[src/rtl/fasta_index_scanner_defines.svh]
// assertion helpers shared by the scanner rtl
`ifndef FASTA_INDEX_SCANNER_DEFINES_SVH
`define FASTA_INDEX_SCANNER_DEFINES_SVH

// same-cycle implication, disabled while reset is asserted
`define FIS_ASSERT_IMPL(label, clk, rst_n, ante, cons, msg) \
  label: assert property (@(posedge clk) disable iff (!(rst_n)) (ante) |-> (cons)) \
    else $error(msg);

// next-cycle implication, disabled while reset is asserted
`define FIS_ASSERT_NEXT(label, clk, rst_n, ante, cons, msg) \
  label: assert property (@(posedge clk) disable iff (!(rst_n)) (ante) |=> (cons)) \
    else $error(msg);

`endif

[src/rtl/fis_pkg.sv]
`default_nettype none

package fis_pkg;

  localparam int OFFSET_BITS = 40;
  localparam int NAME_BITS   = 16;

  localparam logic [OFFSET_BITS-1:0] OFFSET_MAX = {OFFSET_BITS{1'b1}};
  localparam logic [NAME_BITS-1:0]   NAME_MAX   = {NAME_BITS{1'b1}};

  localparam logic [7:0] HDR_CHAR   = 8'h3E;
  localparam logic [7:0] NL_CHAR    = 8'h0A;
  localparam logic [7:0] WS_LO      = 8'd9;
  localparam logic [7:0] WS_HI      = 8'd13;
  localparam logic [7:0] SPACE_CHAR = 8'd32;
  localparam logic [7:0] PRINT_LO   = 8'd33;
  localparam logic [7:0] PRINT_HI   = 8'd126;

  typedef enum logic [1:0] {
    ST_OK         = 2'd0,
    ST_BAD_HEADER = 2'd1,
    ST_EMPTY_SEQ  = 2'd2,
    ST_UNEVEN     = 2'd3
  } status_t;

  typedef struct packed {
    logic [OFFSET_BITS-1:0] name_start;
    logic [NAME_BITS-1:0]   name_length;
    logic [OFFSET_BITS-1:0] seq_offset;
    logic [OFFSET_BITS-1:0] seq_length;
    logic [OFFSET_BITS-1:0] line_bases;
    logic [OFFSET_BITS-1:0] line_bytes;
    status_t                status;
  } record_t;

  typedef struct packed {
    logic    valid;
    record_t rec;
  } scan_result_t;

  function automatic logic [OFFSET_BITS-1:0] sat_inc(input logic [OFFSET_BITS-1:0] v);
    return (v != OFFSET_MAX) ? v + OFFSET_BITS'(1) : v;
  endfunction

  function automatic logic is_ws(input logic [7:0] b);
    return ((b >= WS_LO) && (b <= WS_HI)) || (b == SPACE_CHAR);
  endfunction

  function automatic logic is_print(input logic [7:0] b);
    return (b >= PRINT_LO) && (b <= PRINT_HI);
  endfunction

endpackage

`default_nettype wire

[src/rtl/fis_scan.sv]
`default_nettype none

`include "fasta_index_scanner_defines.svh"

module fis_scan (
  input  wire logic                 clk,
  input  wire logic                 rst_n,
  input  wire logic                 step_en,
  input  wire logic [7:0]           step_byte,
  input  wire logic                 step_last,
  output fis_pkg::scan_result_t     result
);
  import fis_pkg::*;

  typedef enum logic [2:0] {
    PH_HEADER     = 3'd0,
    PH_NAME       = 3'd1,
    PH_COMMENT    = 3'd2,
    PH_SEEK       = 3'd3,
    PH_FIRST_LINE = 3'd4,
    PH_FIRST_GAP  = 3'd5,
    PH_LINE       = 3'd6,
    PH_GAP        = 3'd7
  } phase_t;

  phase_t                 phase_r, phase_nxt;
  logic [OFFSET_BITS-1:0] pos_r, pos_nxt;
  logic [OFFSET_BITS-1:0] name_start_r, name_start_nxt;
  logic [NAME_BITS-1:0]   name_len_r, name_len_nxt;
  logic [OFFSET_BITS-1:0] seq_off_r, seq_off_nxt;
  logic [OFFSET_BITS-1:0] seq_len_r, seq_len_nxt;
  logic [OFFSET_BITS-1:0] line_bases_r, line_bases_nxt;
  logic [OFFSET_BITS-1:0] line_bytes_r, line_bytes_nxt;
  logic [OFFSET_BITS-1:0] cur_len_r, cur_len_nxt;
  logic                   short_r, short_nxt;
  logic                   err_r, err_nxt;

  logic    emit;
  logic    halt;
  record_t rec;
  record_t held;
  logic    ws;
  logic    pr;
  logic    hdr;

  assign ws  = is_ws(step_byte);
  assign pr  = is_print(step_byte);
  assign hdr = (step_byte == HDR_CHAR);

  always_comb begin
    held = '{name_start:  name_start_r,
             name_length: name_len_r,
             seq_offset:  seq_off_r,
             seq_length:  seq_len_r,
             line_bases:  line_bases_r,
             line_bytes:  line_bytes_r,
             status:      ST_OK};
  end

  always_comb begin
    phase_nxt      = phase_r;
    pos_nxt        = pos_r;
    name_start_nxt = name_start_r;
    name_len_nxt   = name_len_r;
    seq_off_nxt    = seq_off_r;
    seq_len_nxt    = seq_len_r;
    line_bases_nxt = line_bases_r;
    line_bytes_nxt = line_bytes_r;
    cur_len_nxt    = cur_len_r;
    short_nxt      = short_r;
    err_nxt        = err_r;
    emit           = 1'b0;
    halt           = 1'b0;
    rec            = held;

    if (!err_r) begin
      unique case (phase_r)
        PH_HEADER: begin
          if (!hdr) begin
            rec        = '0;
            rec.status = ST_BAD_HEADER;
            emit       = 1'b1;
            halt       = 1'b1;
            err_nxt    = 1'b1;
          end else begin
            name_start_nxt = sat_inc(pos_r);
            name_len_nxt   = '0;
            seq_off_nxt    = '0;
            seq_len_nxt    = '0;
            line_bases_nxt = '0;
            line_bytes_nxt = '0;
            cur_len_nxt    = '0;
            short_nxt      = 1'b0;
            phase_nxt      = PH_NAME;
          end
        end
        PH_NAME: begin
          if (!ws) begin
            if (name_len_r != NAME_MAX) name_len_nxt = name_len_r + NAME_BITS'(1);
          end else begin
            phase_nxt = (step_byte == NL_CHAR) ? PH_SEEK : PH_COMMENT;
          end
        end
        PH_COMMENT: begin
          if (step_byte == NL_CHAR) phase_nxt = PH_SEEK;
        end
        PH_SEEK: begin
          if (pr) begin
            seq_off_nxt = pos_r;
            if (hdr) begin
              rec.seq_offset = pos_r;
              rec.status     = ST_EMPTY_SEQ;
              emit           = 1'b1;
              halt           = 1'b1;
              err_nxt        = 1'b1;
            end else begin
              seq_len_nxt    = OFFSET_BITS'(1);
              line_bases_nxt = OFFSET_BITS'(1);
              line_bytes_nxt = OFFSET_BITS'(1);
              phase_nxt      = PH_FIRST_LINE;
            end
          end
        end
        PH_FIRST_LINE: begin
          if (!ws) begin
            line_bases_nxt = sat_inc(line_bases_r);
            seq_len_nxt    = sat_inc(seq_len_r);
          end else begin
            phase_nxt = PH_FIRST_GAP;
          end
          line_bytes_nxt = sat_inc(line_bytes_r);
        end
        PH_FIRST_GAP: begin
          if (ws) begin
            line_bytes_nxt = sat_inc(line_bytes_r);
          end else if (hdr) begin
            // close this record and open the next header
            emit           = 1'b1;
            name_start_nxt = sat_inc(pos_r);
            name_len_nxt   = '0;
            seq_off_nxt    = '0;
            seq_len_nxt    = '0;
            line_bases_nxt = '0;
            line_bytes_nxt = '0;
            cur_len_nxt    = '0;
            short_nxt      = 1'b0;
            phase_nxt      = PH_NAME;
          end else begin
            cur_len_nxt = OFFSET_BITS'(1);
            seq_len_nxt = sat_inc(seq_len_r);
            phase_nxt   = PH_LINE;
          end
        end
        PH_LINE: begin
          if (!ws) begin
            cur_len_nxt = sat_inc(cur_len_r);
            seq_len_nxt = sat_inc(seq_len_r);
          end else begin
            if (cur_len_r != line_bases_r) short_nxt = 1'b1;
            phase_nxt = PH_GAP;
          end
        end
        PH_GAP: begin
          if (pr) begin
            if (hdr) begin
              emit           = 1'b1;
              name_start_nxt = sat_inc(pos_r);
              name_len_nxt   = '0;
              seq_off_nxt    = '0;
              seq_len_nxt    = '0;
              line_bases_nxt = '0;
              line_bytes_nxt = '0;
              cur_len_nxt    = '0;
              short_nxt      = 1'b0;
              phase_nxt      = PH_NAME;
            end else if (short_r) begin
              // a short line was not the last one
              rec.status = ST_UNEVEN;
              emit       = 1'b1;
              halt       = 1'b1;
              err_nxt    = 1'b1;
            end else begin
              cur_len_nxt = OFFSET_BITS'(1);
              seq_len_nxt = sat_inc(seq_len_r);
              phase_nxt   = PH_LINE;
            end
          end
        end
      endcase

      if (!halt) begin
        if (step_last) begin
          if (!emit) begin
            emit = 1'b1;
            rec  = '{name_start:  name_start_nxt,
                     name_length: name_len_nxt,
                     seq_offset:  seq_off_nxt,
                     seq_length:  seq_len_nxt,
                     line_bases:  line_bases_nxt,
                     line_bytes:  line_bytes_nxt,
                     status:      ST_OK};
            // file ended before any base
            if (phase_nxt == PH_NAME || phase_nxt == PH_COMMENT || phase_nxt == PH_SEEK)
              rec.seq_offset = sat_inc(pos_r);
          end
          phase_nxt      = PH_HEADER;
          pos_nxt        = '0;
          name_start_nxt = '0;
          name_len_nxt   = '0;
          seq_off_nxt    = '0;
          seq_len_nxt    = '0;
          line_bases_nxt = '0;
          line_bytes_nxt = '0;
          cur_len_nxt    = '0;
          short_nxt      = 1'b0;
        end else begin
          pos_nxt = sat_inc(pos_r);
        end
      end
    end
  end

  assign result.valid = step_en && emit;
  assign result.rec   = rec;

  always_ff @(posedge clk) begin
    if (!rst_n) begin
      phase_r      <= PH_HEADER;
      pos_r        <= '0;
      name_start_r <= '0;
      name_len_r   <= '0;
      seq_off_r    <= '0;
      seq_len_r    <= '0;
      line_bases_r <= '0;
      line_bytes_r <= '0;
      cur_len_r    <= '0;
      short_r      <= 1'b0;
      err_r        <= 1'b0;
    end else if (step_en) begin
      phase_r      <= phase_nxt;
      pos_r        <= pos_nxt;
      name_start_r <= name_start_nxt;
      name_len_r   <= name_len_nxt;
      seq_off_r    <= seq_off_nxt;
      seq_len_r    <= seq_len_nxt;
      line_bases_r <= line_bases_nxt;
      line_bytes_r <= line_bytes_nxt;
      cur_len_r    <= cur_len_nxt;
      short_r      <= short_nxt;
      err_r        <= err_nxt;
    end
  end

  `FIS_ASSERT_NEXT(a_err_sticky, clk, rst_n, err_r, err_r, "error flag dropped without reset")
  `FIS_ASSERT_IMPL(a_err_quiet, clk, rst_n, err_r, !result.valid, "record after latched error")
  `FIS_ASSERT_NEXT(a_last_rewinds, clk, rst_n, step_en && step_last && !err_r && !halt,
                   pos_r == '0 && phase_r == PH_HEADER, "final byte did not rewind the parser")

endmodule

`default_nettype wire

[src/rtl/fasta_index_scanner.sv]
`default_nettype none
// fasta index scanner
// input channel: one file byte per transfer on in_data_byte, with in_last_byte
// high on the final byte of a file; in_valid / in_stall handshake
// output channel: one index record per sequence on the out_ ports, with
// out_status giving ok, bad header start, empty sequence or uneven lines
// throughput: one byte per cycle while no held record stalls the input; the parser
// state update in the scan stage is a loop of compares and saturating increments
// a record reaches the output from the byte transfer that closes it through the
// input register, then the scan and result register
// a new file may follow the final byte directly, the parser rewinds itself
// after an error record, every later byte is taken and dropped until reset
// reset: synchronous, active low; clears the valid flags of both pipeline registers
// and the parser, the block is ready in the cycle after reset is released
// stall: a held record stays on the output until taken; the byte in the
// input register waits with it, so in_stall rises in that same cycle

`include "fasta_index_scanner_defines.svh"

module fasta_index_scanner (
  input  wire logic                            clk,
  input  wire logic                            rst_n,
  input  wire logic                            in_valid,
  output logic                                 in_stall,
  input  wire logic [7:0]                      in_data_byte,
  input  wire logic                            in_last_byte,
  output logic                                 out_valid,
  input  wire logic                            out_stall,
  output logic [fis_pkg::OFFSET_BITS-1:0]      out_name_start,
  output logic [fis_pkg::NAME_BITS-1:0]        out_name_length,
  output logic [fis_pkg::OFFSET_BITS-1:0]      out_seq_offset,
  output logic [fis_pkg::OFFSET_BITS-1:0]      out_seq_length,
  output logic [fis_pkg::OFFSET_BITS-1:0]      out_line_bases,
  output logic [fis_pkg::OFFSET_BITS-1:0]      out_line_bytes,
  output logic [1:0]                           out_status
);
  import fis_pkg::*;

  logic         in_valid_r;
  logic [7:0]   in_byte_r;
  logic         in_last_r;
  logic         out_valid_r;
  record_t      out_rec_r;
  logic         out_free;
  logic         step;
  scan_result_t res;

  assign out_free = !out_valid_r || !out_stall;
  assign step     = in_valid_r && out_free;
  assign in_stall = in_valid_r && !out_free;

  fis_scan u_scan (
    .clk       (clk),
    .rst_n     (rst_n),
    .step_en   (step),
    .step_byte (in_byte_r),
    .step_last (in_last_r),
    .result    (res)
  );

  always_ff @(posedge clk) begin
    if (!rst_n) begin
      in_valid_r  <= 1'b0;
      out_valid_r <= 1'b0;
    end else begin
      if (!in_stall) in_valid_r <= in_valid;
      if (out_free) out_valid_r <= step && res.valid;
    end
  end

  // payload registers, no reset needed
  always_ff @(posedge clk) begin
    if (in_valid && !in_stall) begin
      in_byte_r <= in_data_byte;
      in_last_r <= in_last_byte;
    end
    if (step && res.valid) out_rec_r <= res.rec;
  end

  assign out_valid       = out_valid_r;
  assign out_name_start  = out_rec_r.name_start;
  assign out_name_length = out_rec_r.name_length;
  assign out_seq_offset  = out_rec_r.seq_offset;
  assign out_seq_length  = out_rec_r.seq_length;
  assign out_line_bases  = out_rec_r.line_bases;
  assign out_line_bytes  = out_rec_r.line_bytes;
  assign out_status      = out_rec_r.status;

  `FIS_ASSERT_NEXT(a_rec_loaded, clk, rst_n, step && res.valid, out_valid_r,
                   "record transfer lost in result register")
  `FIS_ASSERT_IMPL(a_stall_held, clk, rst_n, in_stall, in_valid_r && out_valid_r,
                   "input stalled with free pipeline")
  `FIS_ASSERT_NEXT(a_out_hold, clk, rst_n, out_valid_r && out_stall,
                   out_valid_r && $stable(out_rec_r), "stalled record changed")

endmodule

`default_nettype wire
[config.mk]
export PLATFORM = sky130hd
export DESIGN_NAME = fasta_index_scanner
export DESIGN_NICKNAME = d
export VERILOG_FILES = /design/src/rtl/fis_pkg.sv /design/src/rtl/fis_scan.sv /design/src/rtl/fasta_index_scanner.sv
export VERILOG_INCLUDE_DIRS = /design/src /design/src/rtl
export SDC_FILE = /design/constraint.sdc
export NUM_CORES = 2
export LEC_CHECK = 0
export ABC_CLOCK_PERIOD_IN_PS = 52100
export BUFFER_PORTS_ARGS = -buffer_cell sky130_fd_sc_hd__buf_2
export CORE_ASPECT_RATIO = 0.7
export CORE_UTILIZATION = 35
export CTS_CLUSTER_SIZE = 8
export DETAILED_ROUTE_END_ITERATION = 8
export HOLD_SLACK_MARGIN = 0.08
export PLACE_DENSITY_LB_ADDON = 0.15
export SLEW_MARGIN = 25
export SYNTH_ARGS = -nofsm -noshare
export SYNTH_HDL_FRONTEND = slang
export SYNTH_SLANG_ARGS = --single-unit
export TNS_END_PERCENT = 20
[constraint.sdc]
create_clock -name clk -period 52.1 [get_ports clk]
set_input_delay 15.63 -clock clk [delete_from_list [all_inputs] [get_ports clk]]
set_output_delay 15.63 -clock clk [all_outputs]
set_load 0.05 [all_outputs]
Word level (Yosys, flattened, before mapping)
Index checks and enable logic that the tools add are counted.
- register bits: 530
- input port bits: 13
- output and inout bits: 220
- logic and storage cells: 198
- add/sub/neg operators: 6
- $lt $le $gt $ge: 4
- equal/unequal tests: 20
- mux-type cells: 125
- bitwise operators: 2
- reduce and logical (&&, ||, !) cells: 19
- operators by type and width (operator ; number):
    2-to-1 mux 40 bit ; 54
    2-to-1 mux 218 bit ; 5
    case mux 40 bit (5 select lines) ; 3
    case mux 40 bit (4 select lines) ; 2
    adder 40 x 1 -> 40 bit, second input constant ; 5
    inequality test 40 bit, second input constant ; 5
    2-to-1 mux 120 bit ; 1
    case mux 40 bit (3 select lines) ; 1
    2-to-1 mux 16 bit ; 7
    case mux 40 bit (2 select lines) ; 1
    case mux 16 bit (4 select lines) ; 1
    2-to-1 mux 56 bit ; 1
    2-to-1 mux 3 bit ; 15
    inequality test 40 bit ; 1
    2-to-1 mux 1 bit ; 24
    case mux 3 bit (8 select lines) ; 1
    adder 16 x 1 -> 16 bit, second input constant ; 1
    == test 8 x 6 -> 1 bit, second input constant ; 2
    inequality test 16 bit, second input constant ; 1
    == test 3 x 2 -> 1 bit, second input constant ; 4
    == test 3 bit, second input constant ; 4
    2-to-1 mux 2 bit ; 5
    == test 8 x 4 -> 1 bit, second input constant ; 1
    >= comparator 8 x 4 -> 1 bit, second input constant ; 1
    other kinds (15) ; 30

Longest topological paths before layout
- depth after elaboration: 14
- mapped depth: 12
- gate-level depth less buffers: 8

Modules after synthesis
From an unflattened synthesis, not the netlist that was laid out.
- cells, all modules: 3318
- area, all modules: 28984.0 sq um
- by module, submodules not included (module ; instances ; cells each ; area an instance (sq um) ; seq. area each (sq um)):
    fis_scan ; 1 ; 3081 ; 22076.2 ; 6025.8
    fasta_index_scanner ; 1 ; 237 ; 6907.9 ; 6856.6

Least setup slack after synthesis
No wires, ideal clock.
- kind: input-to-output
- from: input port out_stall
- to: output port in_stall
- data arrival time: 16.111 ns
- data required time: 36.470 ns
- path slack: 20.359 ns
- cell stages on the path: 1
- path buffers: 0
- path through: and3_1
- cells in the longest elaborated chain, start to end: 4
- ends and longest elaborated chain (what ; RTL line ; text):
    start: declaration ; fasta_index_scanner.sv:28 ; input wire logic out_stall,
    zero test 1 bit ; fasta_index_scanner.sv:48 ; assign out_free = !out_valid_r || !out_stall;
    logical OR 1 bit ; fasta_index_scanner.sv:48 ;
    zero test 1 bit ; fasta_index_scanner.sv:50 ; assign in_stall = in_valid_r && !out_free;
    logical AND 1 bit ; fasta_index_scanner.sv:50 ;
    end: declaration ; fasta_index_scanner.sv:24 ; output logic in_stall,
No other way between the ends.

Worst setup path after layout
Ends and elaborated chain as after synthesis.

==> flow_metrics.env <==
export IMPL_cts_setup_buffers=0
export IMPL_synth_warning_count=0
export IMPL_rsz0062_at_grt="no"
export IMPL_hp_class="reg -> reg"
export IMPL_place_detailed_hpwl_mm=73.30
export IMPL_grt_first_pass_wirelength_mm=165.8
export IMPL_min_path_cells=2
export IMPL_root_buffer="clkbuf_16"
export IMPL_cts_tree="built"
export IMPL_yosysUniqueCellTypes=104
export IMPL_reg2reg_setup_slack_ps=47350
export IMPL_synth_top_family_by_area="compound AO/OA/AOI/OAI gates"
export IMPL_finClkSkew_ps=31.19
export IMPL_syn_inst=3417
export IMPL_synth_edff_count=227
export IMPL_cts_max_path_buffers=3
export IMPL_synth_mux_area_frac=0.007273
export IMPL_die_h_um=246.0
export IMPL_tightest_slew_ps=1096
export IMPL_final_common_cell="nand2_1"
export IMPL_outcome="completed"
export IMPL_p_clk_frac=0.488
export IMPL_cp_endpoint="in_stall"
export IMPL_numCtsBuffers=76
export IMPL_grt_max_degree=106
export IMPL_ctsHoldBuffers=0
export IMPL_synth_compound_area_share=0.2531
export IMPL_ff_latch_area_um2=12880
export IMPL_final_max_slew_violation_count=0
export IMPL_crit_fanout=3
export IMPL_layout_drive_gt1_share=0.1338
export IMPL_synth_flop_cell="dfxtp_1"
export IMPL_gr_usage_all_layers=0.2510
export IMPL_crit_type="in -> out"
export IMPL_clock_latency_ps=650
export IMPL_cts_resized_gates=0
export IMPL_ant_nets=0
export IMPL_core_um2=84190
export IMPL_drcViolationCount=0
export IMPL_end_kind="output port"
export IMPL_multiInputGateArea_um2=15620
export IMPL_worst_r2r_cell_count=6
export IMPL_portBuffers=232
export IMPL_p_total_mw=0.9803
export IMPL_drt_iter0_drc=3326
export IMPL_vias=28254
export IMPL_clock_sinks=530
export IMPL_yosys_area_share_xor_xnor=0.02649
export IMPL_place_congestion=0.9388
export IMPL_io_pins=233
export IMPL_syn_nets=3436
export IMPL_finish_utilization=0.4021
export IMPL_fmax_ghz=0.03142
export IMPL_relSlewSlack=0.2688
export IMPL_grt_overflow_total=0
export IMPL_grt_pass1_vias=25085
export IMPL_drt_total_wl_mm=111.0
export IMPL_syn_area_um2=29760
export IMPL_path_clk_slew_ps=50
export IMPL_worst_r2r_endpoint="out_seq_offset[0]"
export IMPL_switching_share=0.2536
export IMPL_via_per_inst=6.062
export IMPL_post_route_min_period_ps=31830
export IMPL_die_w_um=350.5
export IMPL_final_cell_mix="nand2_1, dfxtp_1, o21ai_0"
export IMPL_p_leak_nw=11.30
export IMPL_nets=3484
export IMPL_row_count=89
export IMPL_synth_avg_cell_area_um2=8.710
export IMPL_synth_seq_cells=530
export IMPL_power_frac_seq=0.452
export IMPL_fin_crit_sh=0.6109
export IMPL_fillers=8582
export IMPL_power_density_nw_per_um2=28.96
export IMPL_wl_per_cell_um=23.82
export IMPL_areaGrowthSynthToFinish_pct=13.74
export IMPL_startpoint="out_stall"
export IMPL_p_int_mw=0.7317
export IMPL_vdd_drop_max_uv=21.44
export IMPL_seq_area_frac_synth=0.4329
export IMPL_hold_viol=0
export IMPL_start_kind="primary input"
export IMPL_required_ps=36470
export IMPL_firstDrtPassIters=6
export IMPL_worstReg2RegStart="u_scan.phase_r[0]"
export IMPL_setup_viol=0
export IMPL_start_util=0.3535
export IMPL_drv_cap=0
export IMPL_h_tree_depth=3
export IMPL_pwr_share_comb=0.060
export IMPL_p_switching_mw=0.2486
export IMPL_synth_simple_gate_area_frac=0.2306
export IMPL_async_reset_ff_frac=0
export IMPL_die_area_um2=86220
export IMPL_synth_fa_ha_area_frac=0.002522
export IMPL_setup_tns_ps=0
export IMPL_critPathArrivalTime_ps=16200
export IMPL_antenna_found_initial=3
## per-layer routing
| layer | track usage | vias to the layer above | wire length (µm) | part of all wire |
|---|---|---|---|---|
| met5 | 0 | - | 13 | 0.00012 |
| met4 | 0.06332 | 2 | 2273 | 0.020 |
| met3 | 0.04923 | 158 | 8656 | 0.078 |
| met2 | 0.3338 | 1177 | 44020 | 0.40 |
| met1 | 0.4007 | 13831 | 56070 | 0.50 |
| li1 | - | 13086 | - | - |
## cell type report
cell class / count / share of cell area
flip-flops and latches: 530 / 0.3806
diodes: 3 / 0.0002218
clock buffers: 128 / 0.06321
clock inverters: 6 / 0.002403
inverters: 29 / 0.003216
multi-input cells: 2540 / 0.4616
repair buffers: 288 / 0.04680
well taps: 1137 / 0.04203
## power groups by stage
stage	registers, mW	clock network (mW)	logic (mW)
6_report	0.443	0.478	0.0586
5_1_grt	0.444	0.506	0.0613
4_1_cts	0.444	0.488	0.0587
3_5_place_dp	0.452	0	0.0586
3_3_place_gp	0.452	0	0.0587
2_1_floorplan	0.476	0	0.0194
## metrics by stage
stage | hold WS (ps) | instance area, µm² | setup WS, ps | cells
6_report | 451.7 | 33850 | 20270 | 4661
3_5_place_dp | 441.7 | 31620 | 20300 | 4524
2_1_floorplan | 424.9 | 29760 | 20360 | 3417
3_3_place_gp | 432.8 | 31620 | 20290 | 4524
5_1_grt | 472.1 | 33840 | 20250 | 4658
4_1_cts | 451.8 | 33840 | 20300 | 4658
## worst max-delay path, cell delays in order
cell,delay (ps)
buf_2,90
and3_1,200
buf_2,280
## logic make-up (layout without fill, tap and decap cells)
| family | count (synthesis) | in the layout |
|---|---|---|
| buf+inv | 347 | 451 |
| mux | 21 | 21 |
| xor+xnor | 90 | 90 |
| simple gates | 1308 | 1308 |
| flops | 530 | 530 |
| fa+ha+maj | 6 | 6 |
| other cells | 0 | 3 |
| compound gates | 1115 | 1115 |
## Yosys cell counts (all sizes together) (7+ instances only)
library cell | number | area [µm²]
nand3 | 158 | 800.8
nor4 | 85 | 626.8
a41oi | 11 | 96.34
a21oi | 148 | 744.5
and4 | 37 | 324.1
or3 | 32 | 205.2
o2bb2ai | 11 | 96.34
nor2b | 69 | 431.7
xor2 | 52 | 455.4
nor3b | 7 | 52.55
or2 | 11 | 68.82
nor3 | 95 | 505.5
a22oi | 63 | 473.0
a21o | 37 | 277.8
o21ai | 355 | 1807
o41ai | 9 | 86.34
o211ai | 44 | 330.3
buf | 75 | 382.9
xnor2 | 38 | 332.8
nand2b | 8 | 50.05
a31o | 14 | 122.6
and3 | 47 | 299.0
dfxtp | 303 | 6066
nand2 | 411 | 1550
a21boi | 25 | 195.2
and2 | 57 | 356.6
inv | 28 | 105.1
a221o | 15 | 150.1
o22ai | 18 | 112.6
a22o | 144 | 1261
o21a | 13 | 97.59
edfxtp | 227 | 6817
nor2 | 140 | 530.5
o31ai | 34 | 265.3
clkbuf | 243 | 912.1
a31oi | 65 | 425.4
a211o | 11 | 96.34
or4 | 22 | 168.9
a221oi | 15 | 131.4
a32o | 17 | 170.2
mux2i | 16 | 160.2
a211oi | 16 | 125.1
nand4 | 103 | 650.6
## how the worst min path moves through the flow
stage / from / slack, ps / end
finish: u_scan.name_start_r[33] / 450 / u_scan.name_start_r[33]
global route: u_scan.name_start_r[26] / 470 / u_scan.name_start_r[26]
CTS: u_scan.name_start_r[33] / 450 / u_scan.name_start_r[33]
detailed placement: u_scan.name_start_r[20] / 440 / u_scan.name_start_r[20]
global placement: u_scan.name_start_r[18] / 430 / u_scan.name_start_r[18]
floorplan: u_scan.name_start_r[13] / 420 / u_scan.name_start_r[13]
Note: power is estimated with default switching activity, not from simulation.
